`src/rtl/core/lrs_pkg.sv`:
```
`default_nettype none

package lrs_pkg;

  localparam int unsigned HEADER_BYTES = 27;

  localparam logic [31:0] CRC_POLY = 32'h82F6_3B78;
  localparam logic [31:0] CRC_ONES = 32'hFFFF_FFFF;

  // result status codes
  localparam logic [1:0] ST_OK      = 2'd0;
  localparam logic [1:0] ST_BAD_LEN = 2'd1;
  localparam logic [1:0] ST_BAD_CRC = 2'd2;
  localparam logic [1:0] ST_EOL     = 2'd3;

  // replay actions
  localparam logic [1:0] ACT_NONE   = 2'd0;
  localparam logic [1:0] ACT_INSERT = 2'd1;
  localparam logic [1:0] ACT_DELETE = 2'd2;

  // configuration register indexes
  localparam logic [1:0] CFG_SCAN_MODE     = 2'd0;
  localparam logic [1:0] CFG_COMMIT_OPCODE = 2'd1;
  localparam logic [1:0] CFG_INSERT_OPCODE = 2'd2;
  localparam logic [1:0] CFG_DELETE_OPCODE = 2'd3;

  localparam logic       MODE_COMMIT = 1'b0;
  localparam logic [7:0] COMMIT_OPCODE_RST = 8'd3;
  localparam logic [7:0] INSERT_OPCODE_RST = 8'd1;
  localparam logic [7:0] DELETE_OPCODE_RST = 8'd2;

  localparam logic [15:0] COUNT_MAX = 16'hFFFF;

  // status of the commit bitmap
  typedef struct packed {
    logic busy;       // clearing pass running
    logic clean;      // every bit known to be zero
    logic init_done;  // first pass after reset finished
  } map_status_t;

  // one byte of reflected CRC-32C, bit at a time
  function automatic logic [31:0] crc32c_byte(input logic [31:0] crc, input logic [7:0] d);
    logic [31:0] c;
    c = crc ^ {24'd0, d};
    for (int k = 0; k < 8; k++) begin
      c = c[0] ? ((c >> 1) ^ CRC_POLY) : (c >> 1);
    end
    return c;
  endfunction

endpackage

`default_nettype wire

```
`src/rtl/core/lrs_commit_map.sv`:
```
`default_nettype none

module lrs_commit_map import lrs_pkg::*; #(
  parameter int unsigned TXN_SLOTS = 1024,
  parameter int unsigned IDX_W     = 10
) (
  input  wire logic             clk,
  input  wire logic             rst_n,
  input  wire logic             sweep_start,
  input  wire logic             wr_en,
  input  wire logic [IDX_W-1:0] wr_addr,
  input  wire logic [IDX_W-1:0] rd_addr,
  output logic                  rd_bit,
  output map_status_t           status
);

  localparam logic [IDX_W-1:0] LAST_IDX = IDX_W'(TXN_SLOTS - 1);

  logic             mem [TXN_SLOTS];
  logic             busy_r, clean_r, init_done_r;
  logic [IDX_W-1:0] idx_r;
  logic             rd_q_r;

  always_ff @(posedge clk) begin
    if (!rst_n) begin
      busy_r      <= 1'b0;
      clean_r     <= 1'b0;
      init_done_r <= 1'b0;
      idx_r       <= '0;
    end else begin
      if (busy_r) begin
        idx_r <= idx_r + 1'b1;
        if (idx_r == LAST_IDX) begin
          busy_r      <= 1'b0;
          clean_r     <= 1'b1;
          init_done_r <= 1'b1;
        end
      end else if (sweep_start) begin
        busy_r <= 1'b1;
        idx_r  <= '0;
      end
      if (wr_en) begin
        clean_r <= 1'b0;
      end
    end
  end

  // clearing pass and commit marks share the single write port
  always_ff @(posedge clk) begin
    if (busy_r) begin
      mem[idx_r] <= 1'b0;
    end else if (wr_en) begin
      mem[wr_addr] <= 1'b1;
    end
    rd_q_r <= mem[rd_addr];
  end

  assign rd_bit = rd_q_r;
  assign status = '{busy: busy_r, clean: clean_r, init_done: init_done_r};

endmodule

`default_nettype wire

```
`src/rtl/core/log_record_scanner_crc32c_unit.sv`:
```
// Log record deframer with CRC-32C check. Takes one log byte per clock unless
// stalled and reports one item per record (27-byte little-endian header,
// CRC-32C over the length field to the record end), one item per halted or
// unfinished stream end. Bytes pass an input register and the CRC/header
// logic into the result register; one byte per cycle is sustained unless
// input is stalled, set by the byte-wide CRC update. The commit bitmap is a
// TXN_SLOTS x 1 memory; after reset, and before the first byte of a
// commit-mode stream when any bit was set, a clearing pass runs while input
// is stalled. The bitmap read for replay flags is issued once the transaction
// id is in, so records of any valid length keep the full byte rate.
`default_nettype none

module log_record_scanner_crc32c_unit import lrs_pkg::*; #(
  parameter int unsigned TXN_SLOTS = 1024
) (
  input  wire logic        clk,
  input  wire logic        rst_n,
  // byte stream
  input  wire logic        in_valid,
  output logic             in_stall,
  input  wire logic [7:0]  in_data_byte,
  input  wire logic        in_last_byte,
  // results
  output logic             out_valid,
  input  wire logic        out_stall,
  output logic [1:0]       out_status,
  output logic             out_stream_done,
  output logic [31:0]      out_record_offset,
  output logic [63:0]      out_sequence_number,
  output logic [31:0]      out_transaction_id,
  output logic [7:0]       out_opcode,
  output logic [15:0]      out_key_length,
  output logic [31:0]      out_value_length,
  output logic [1:0]       out_replay_action,
  output logic [15:0]      out_committed_total,
  // configuration
  input  wire logic        cfg_valid,
  output logic             cfg_ready,
  input  wire logic [1:0]  cfg_index,
  input  wire logic [7:0]  cfg_data
);

  localparam int unsigned IDX_W  = (TXN_SLOTS > 1) ? $clog2(TXN_SLOTS) : 1;
  localparam logic [31:0] SLOTS32 = 32'(TXN_SLOTS);
  localparam logic [31:0] HDR32   = 32'(HEADER_BYTES);

  // configuration
  logic       mode_r;
  logic [7:0] commit_op_r, insert_op_r, delete_op_r;

  assign cfg_ready = 1'b1;

  always_ff @(posedge clk) begin
    if (!rst_n) begin
      mode_r      <= MODE_COMMIT;
      commit_op_r <= COMMIT_OPCODE_RST;
      insert_op_r <= INSERT_OPCODE_RST;
      delete_op_r <= DELETE_OPCODE_RST;
    end else if (cfg_valid && cfg_ready) begin
      case (cfg_index)
        CFG_SCAN_MODE:     mode_r      <= cfg_data[0];
        CFG_COMMIT_OPCODE: commit_op_r <= cfg_data;
        CFG_INSERT_OPCODE: insert_op_r <= cfg_data;
        CFG_DELETE_OPCODE: delete_op_r <= cfg_data;
        default: ;
      endcase
    end
  end

  // handshake and input register
  logic        s1_valid_r, s1_first_r, s1_last_r;
  logic [7:0]  s1_data_r;
  logic        acc_open_r;
  logic        out_valid_r;
  logic        out_free, s1_go, in_acc, has_res;
  map_status_t map_st;
  logic        map_block, sweep_start;
  logic        map_wr;

  assign out_free  = !out_valid_r || !out_stall;
  assign s1_go     = s1_valid_r && out_free;
  // a mark still leaving the pipe makes the bitmap dirty for the next stream
  assign map_block = !map_st.init_done || map_st.busy ||
                     (!acc_open_r && (mode_r == MODE_COMMIT) && (!map_st.clean || map_wr));
  assign in_stall  = (s1_valid_r && !out_free) || map_block;
  assign in_acc    = in_valid && !in_stall;
  // clear after reset, or once a commit-mode stream is waiting and the pipe is empty
  assign sweep_start = !map_st.busy && !s1_valid_r &&
                       (!map_st.init_done ||
                        (in_valid && !acc_open_r && (mode_r == MODE_COMMIT) && !map_st.clean));

  always_ff @(posedge clk) begin
    if (!rst_n) begin
      s1_valid_r <= 1'b0;
      acc_open_r <= 1'b0;
    end else begin
      if (in_acc) begin
        s1_valid_r <= 1'b1;
        acc_open_r <= !in_last_byte;
      end else if (s1_go) begin
        s1_valid_r <= 1'b0;
      end
    end
  end

  always_ff @(posedge clk) begin
    if (in_acc) begin
      s1_data_r  <= in_data_byte;
      s1_last_r  <= in_last_byte;
      s1_first_r <= !acc_open_r;
    end
  end

  // scan state
  logic [31:0] crc_r, crc_nxt;
  logic [31:0] bir_r, bir_nxt;
  logic [31:0] pos_r, pos_nxt;
  logic        halted_r, halted_nxt;
  logic [15:0] cnt_r, cnt_nxt;
  logic [31:0] stored_r, stored_nxt;
  logic [31:0] tl_r, tl_nxt;
  logic [63:0] seq_r, seq_nxt;
  logic [31:0] tid_r, tid_nxt;
  logic [7:0]  op_r, op_nxt;
  logic [15:0] klen_r, klen_nxt;
  logic [31:0] vlen_r, vlen_nxt;

  logic        bm_bit;
  logic        bm_wr;

  // result fields
  logic [1:0]  res_status, res_action;
  logic        res_hdr;

  logic [31:0] crc_upd, b_inc;
  logic [4:0]  b5, v_off;
  logic        bad_len, rec_end, rec_ok, has_rec, tid_ok;
  logic [15:0] cnt_base;

  always_comb begin
    crc_upd = crc32c_byte(crc_r, s1_data_r);
    b_inc   = bir_r + 32'd1;
    b5      = bir_r[4:0];
    v_off   = b5 - 5'd23;

    stored_nxt = stored_r;
    tl_nxt     = tl_r;
    seq_nxt    = seq_r;
    tid_nxt    = tid_r;
    op_nxt     = op_r;
    klen_nxt   = klen_r;
    vlen_nxt   = vlen_r;

    // drop the byte into its header field
    if (!halted_r && (bir_r < HDR32)) begin
      if (b5 inside {[5'd0:5'd3]}) begin
        stored_nxt[8*b5[1:0] +: 8] = s1_data_r;
      end else if (b5 inside {[5'd4:5'd7]}) begin
        tl_nxt[8*b5[1:0] +: 8] = s1_data_r;
      end else if (b5 inside {[5'd8:5'd15]}) begin
        seq_nxt[8*b5[2:0] +: 8] = s1_data_r;
      end else if (b5 inside {[5'd16:5'd19]}) begin
        tid_nxt[8*b5[1:0] +: 8] = s1_data_r;
      end else if (b5 == 5'd20) begin
        op_nxt = s1_data_r;
      end else if (b5 inside {[5'd21:5'd22]}) begin
        klen_nxt[8*(b5 == 5'd22) +: 8] = s1_data_r;
      end else begin
        vlen_nxt[8*v_off[1:0] +: 8] = s1_data_r;
      end
    end

    crc_nxt    = crc_r;
    bir_nxt    = bir_r;
    pos_nxt    = pos_r;
    halted_nxt = halted_r;
    bad_len    = 1'b0;
    rec_end    = 1'b0;

    if (!halted_r) begin
      crc_nxt = (bir_r >= 32'd4) ? crc_upd : crc_r;
      bir_nxt = b_inc;
      if ((b_inc == HDR32) && (tl_nxt < HDR32)) begin
        bad_len = 1'b1;
      end else if ((b_inc >= HDR32) && (b_inc == tl_nxt)) begin
        rec_end = 1'b1;
      end
    end

    rec_ok  = rec_end && ((crc_nxt ^ CRC_ONES) == stored_nxt);
    has_rec = bad_len || rec_end;
    tid_ok  = tid_nxt < SLOTS32;

    cnt_base = (s1_first_r && (mode_r == MODE_COMMIT)) ? 16'd0 : cnt_r;
    cnt_nxt  = cnt_base;
    bm_wr    = 1'b0;
    res_action = ACT_NONE;

    if (rec_ok) begin
      if (mode_r == MODE_COMMIT) begin
        if ((op_nxt == commit_op_r) && tid_ok) begin
          bm_wr = 1'b1;
          if (cnt_base != COUNT_MAX) begin
            cnt_nxt = cnt_base + 16'd1;
          end
        end
      end else if (tid_ok && bm_bit) begin
        if (op_nxt == insert_op_r) begin
          res_action = ACT_INSERT;
        end else if (op_nxt == delete_op_r) begin
          res_action = ACT_DELETE;
        end
      end
      pos_nxt = pos_r + tl_nxt;
      crc_nxt = CRC_ONES;
      bir_nxt = '0;
    end else if (has_rec) begin
      halted_nxt = 1'b1;
    end

    if (bad_len) begin
      res_status = ST_BAD_LEN;
    end else if (rec_end && !rec_ok) begin
      res_status = ST_BAD_CRC;
    end else if (rec_end) begin
      res_status = ST_OK;
    end else begin
      res_status = ST_EOL;
    end
    res_hdr = has_rec;
    has_res = has_rec || s1_last_r;

    // stream end: back to the start of a fresh log
    if (s1_last_r) begin
      crc_nxt    = CRC_ONES;
      bir_nxt    = '0;
      pos_nxt    = '0;
      halted_nxt = 1'b0;
    end
  end

  always_ff @(posedge clk) begin
    if (!rst_n) begin
      crc_r    <= CRC_ONES;
      bir_r    <= '0;
      pos_r    <= '0;
      halted_r <= 1'b0;
      cnt_r    <= '0;
    end else if (s1_go) begin
      crc_r    <= crc_nxt;
      bir_r    <= bir_nxt;
      pos_r    <= pos_nxt;
      halted_r <= halted_nxt;
      cnt_r    <= cnt_nxt;
    end
  end

  always_ff @(posedge clk) begin
    if (s1_go) begin
      stored_r <= stored_nxt;
      tl_r     <= tl_nxt;
      seq_r    <= seq_nxt;
      tid_r    <= tid_nxt;
      op_r     <= op_nxt;
      klen_r   <= klen_nxt;
      vlen_r   <= vlen_nxt;
    end
  end

  assign map_wr = s1_go && bm_wr;

  lrs_commit_map #(
    .TXN_SLOTS (TXN_SLOTS),
    .IDX_W     (IDX_W)
  ) u_map (
    .clk         (clk),
    .rst_n       (rst_n),
    .sweep_start (sweep_start),
    .wr_en       (map_wr),
    .wr_addr     (tid_nxt[IDX_W-1:0]),
    .rd_addr     (tid_r[IDX_W-1:0]),
    .rd_bit      (bm_bit),
    .status      (map_st)
  );

  // result register
  logic [1:0]  out_status_r, out_action_r;
  logic        out_done_r;
  logic [31:0] out_offset_r, out_tid_r, out_vlen_r;
  logic [63:0] out_seq_r;
  logic [7:0]  out_op_r;
  logic [15:0] out_klen_r, out_total_r;

  always_ff @(posedge clk) begin
    if (!rst_n) begin
      out_valid_r <= 1'b0;
    end else begin
      out_valid_r <= (s1_go && has_res) || (out_valid_r && out_stall);
    end
  end

  always_ff @(posedge clk) begin
    if (s1_go && has_res) begin
      out_status_r <= res_status;
      out_done_r   <= s1_last_r;
      out_offset_r <= pos_r;
      out_seq_r    <= res_hdr ? seq_nxt  : '0;
      out_tid_r    <= res_hdr ? tid_nxt  : '0;
      out_op_r     <= res_hdr ? op_nxt   : '0;
      out_klen_r   <= res_hdr ? klen_nxt : '0;
      out_vlen_r   <= res_hdr ? vlen_nxt : '0;
      out_action_r <= res_action;
      out_total_r  <= cnt_nxt;
    end
  end

  assign out_valid           = out_valid_r;
  assign out_status          = out_status_r;
  assign out_stream_done     = out_done_r;
  assign out_record_offset   = out_offset_r;
  assign out_sequence_number = out_seq_r;
  assign out_transaction_id  = out_tid_r;
  assign out_opcode          = out_op_r;
  assign out_key_length      = out_klen_r;
  assign out_value_length    = out_vlen_r;
  assign out_replay_action   = out_action_r;
  assign out_committed_total = out_total_r;

endmodule

`default_nettype wire

```
`config.mk`:
```
export PLATFORM = sky130hd
export DESIGN_NAME = log_record_scanner_crc32c_unit
export DESIGN_NICKNAME = d
export VERILOG_FILES = /design/src/rtl/core/lrs_pkg.sv /design/src/rtl/core/lrs_commit_map.sv /design/src/rtl/core/log_record_scanner_crc32c_unit.sv
export SDC_FILE = /design/constraint.sdc
export NUM_CORES = 2
export LEC_CHECK = 0
export CAP_MARGIN = 20
export CELL_PAD_IN_SITES_DETAIL_PLACEMENT = 1
export CELL_PAD_IN_SITES_GLOBAL_PLACEMENT = 1
export CORE_MARGIN = 1.5
export CORE_UTILIZATION = 35
export DETAILED_ROUTE_END_ITERATION = 7
export DONT_BUFFER_PORTS = 1
export PLACE_DENSITY = 0.6
export SLEW_MARGIN = 15
export SYNTH_ARGS = -nofsm -noshare
export SYNTH_HDL_FRONTEND = slang
export SYNTH_SLANG_ARGS = --single-unit
```
`constraint.sdc`:
```
create_clock -name clk -period 108.9 [get_ports clk]
set_clock_uncertainty 0.15 [all_clocks]
set_input_delay 21.78 -clock clk [delete_from_list [all_inputs] [get_ports clk]]
set_output_delay 21.78 -clock clk [all_outputs]
set_load 0.05 [all_outputs]
```
==> impl_metrics.yaml <==
synth:
  synthFlopType: "edfxtp_1"
  syn-num-nets: 5945
  synth_top_area_share_pct: 55.6
  synth_area_leaders: "edfxtp_1, mux4_2, nor4_1"
  yosysWarnings: 0
  synth-seq-area-share_pct: 59.6
  synth.cell_area_um2: 78500
  synthArstFlopShare_pct: 0
  synth.distinct_cells: 95
  synthesis.instances: 5879
  ys_seq_elements: 1610
  synth_top_area_cell: "edfxtp_1"
  synth-edff-count: 1455
  syn_area_per_cell_um2: 13.4
layout:
  final_cell_mix: "edfxtp_1, nor4_1, nor3_1, mux4_2, nand2_1"
  final_common_cell: "edfxtp_1"
  ff_latch_area_um2: 46800
  filler_cell_count: 22778
  drive_above_1_share_pct: 17.7
  final_cells: 8699
  fin_nets: 5633
  syn_to_final_growth_pct: 11.3
  multi_input_area_um2: 29100
worst_setup_path:
  critPathLaunchType: "input port"
  crit_end: "in_stall"
  r2r-start: "bir_r[0]"
  path_cells: "nand2_1 -> nand2_2 -> inv_8 -> a21boi_0 -> o31ai_2 -> buf_4"
  crit_path_max_fanout: 66
  worstPathRequired_ns: 86.97
  r2r_slack_ns: 98.99
  cp_slowest_cell: "inv_8"
  crit_arrival_ns: 23.06
  r2r_end: "u_map.mem[314]"
  path_class: "in -> out"
  crit_path_max_incr_delay_ns: 0.36
  critPathCaptureType: "output pin"
  cp_top_family: "buffers and inverters"
  path_buf_inv: 2
  ff2ff_path_depth: 19
  critPathLaunch: "out_stall"
  path_depth: 6
cts:
  cts_sinks: 1610
  htreeDepth: 4
  post_cts_buffers: 0
  clock_latency_ns: 0.84
  cts_root_buf: "clkbuf_16"
  cts_buffers: 181
  cts_resized: 0
  cts_tree: "done"
  clock_path_buffers: 3
  hold_buffers: 0
  clk_pin_slew_ns: 0.06
pwr:
  p_per_area_nw_per_um2: 14.8
  peakVddDrop_mv: 0.0147
  p_leak_uw: 0.0243
floorplanning:
  coreArea_um2: 223000
  die_w_um: 477
  rows: 173
  pin_count: 232
  dieArea_um2: 227000
  start_util_pct: 35.3
  die_h_um: 477
route:
  drc: 0
  dr.pass1.iters: 5
  vias_per_cell: 5.84
  vias: 50842
  drtIter0Drc: 4032
  avgRoutedWirePerCell_um: 27.7
  ant_nets: 0
  wl_um: 241000
flow_run:
  drv_cap: 0
timing:
  fin_crit_ns: 44.99
  rsz0062_at_grt: "no"
  fin_crit_sh_pct: 41.3
  hold_slack_ns: 0.318
  finalHoldViolations: 0
  setup_viol: 0
  slew_violations: 0
  relSlewSlack_pct: 4.44
  worstMarginPinSlew_ns: 1.43
  fmax_ghz: 0.0222
  setup_tns_ns: 0
global_route:
  grt_overflow: 0
  globalRouteTotalUtil_pct: 20.9
  antenna_found_initial: 3
  grt_pass1_vias: 52978
  grt_start_max_net_pins: 255
  grt_first_pass_wirelength_um: 361000
placed_design:
  numPlacedInstances: 8350
  gp_congestion: 0.869
  dpl.hpwl_um: 140000
  io_buffers: 0
worst_hold_path:
  hold_path.class: "reg -> reg"
status:
  status: "complete, no violations"
==> sequential cells by signal, indices dropped and copies added (netlist names), 16 cells and up <==
name,cells
out_value_length,32
out_sequence_number,64
pos_r,32
stored_r,32
out_record_offset,32
crc_r,32
bir_r,32
cnt_r,16
tl_r,32
klen_r,16
out_key_length,16
tid_r,32
seq_r,64
out_transaction_id,32
u_map.mem,1024
vlen_r,32
out_committed_total,16
==> logic make-up after synthesis <==
| group | count (synthesis) | synth area share [%] |
|---|---|---|
| adder cells (fa/ha/maj) | 42 | 0.679 |
| AO/OA/AOI/OAI | 538 | 4.65 |
| buffers and inverters | 767 | 4.07 |
| other | 1 | 0.00477 |
| flip-flops | 1610 | 59.6 |
| XOR/XNOR | 238 | 3.03 |
| AND/OR/NAND/NOR | 2089 | 14.8 |
| multiplexers | 594 | 13.2 |
==> cell usage after synthesis, drive strengths merged, types with 62 or more instances <==
cell type,number
a21boi,132
a21oi,106
buf,227
clkbuf,411
dfxtp,155
edfxtp,1455
inv,127
mux2,95
mux2i,158
mux4,341
nand2,312
nand3,111
nand4,62
nor2,265
nor3,497
nor4,601
o21ai,94
xnor2,133
xor2,89
==> worst min-delay path, delay by kind of cell, from the launching register on <==
| family | cells | cell delay [ns] |
|---|---|---|
| flip-flops | 1 | 0.32 |
| AND/OR/NAND/NOR | 1 | 0.05 |
| AO/OA/AOI/OAI | 1 | 0.05 |
==> how the worst min path moves through the flow <==
stage                         from                    end  slack, ns  cells after the start
detailed placement       crc_r[29]              crc_r[29]       0.31                      1
finish              delete_op_r[4]         delete_op_r[4]       0.32                      2
global placement         crc_r[29]              crc_r[29]       0.30                      1
global route             pos_r[17]  out_record_offset[17]       0.32                      0
floorplan                pos_r[13]  out_record_offset[13]       0.28                      0
CTS                 delete_op_r[4]         delete_op_r[4]       0.32                      2
==> power by group <==
group | switching [uW] | internal [uW]
Sequential | 0.350 | 664
Combinational | 8.37 | 1.56
Clock | 263 | 359
==> routing by layer <==
metal,vias to the layer above,GRT usage [%],part of all wire [%],wire (um)
met5,-,0,0,0
met4,0,6.75,3.1,7520
met3,353,2.77,4.4,10700
met2,1231,35.5,50,120000
met1,26888,27.5,43,103000
li1,22370,-,-,-
==> final cells by class <==
cell class	count	share of cell area, %
sequential	1610	53.5
multi-input combinational	3502	33.3
clock buffer	228	5.49
tap	2975	4.26
timing repair buffer	143	1.51
clock inverter	107	1.35
inverter	129	0.562
antenna	5	0.0143
==> per-stage QoR <==
| stage | setup WS, ns | util (%) | cell area (um^2) | power [uW] |
|---|---|---|---|---|
| after floorplan | 22.67 | - | 78500 | 684 |
| after detailed placement | 63.88 | 36.5 | 81200 | 687 |
| after global placement | 63.75 | 36.5 | 81200 | 687 |
| after CTS | 63.88 | 39.2 | 87200 | 1310 |
| final | 63.91 | 39.3 | 87400 | 1300 |
| after global routing | 63.82 | 39.3 | 87400 | 1330 |
No activity file was read; power rests on OpenSTA's default activity.
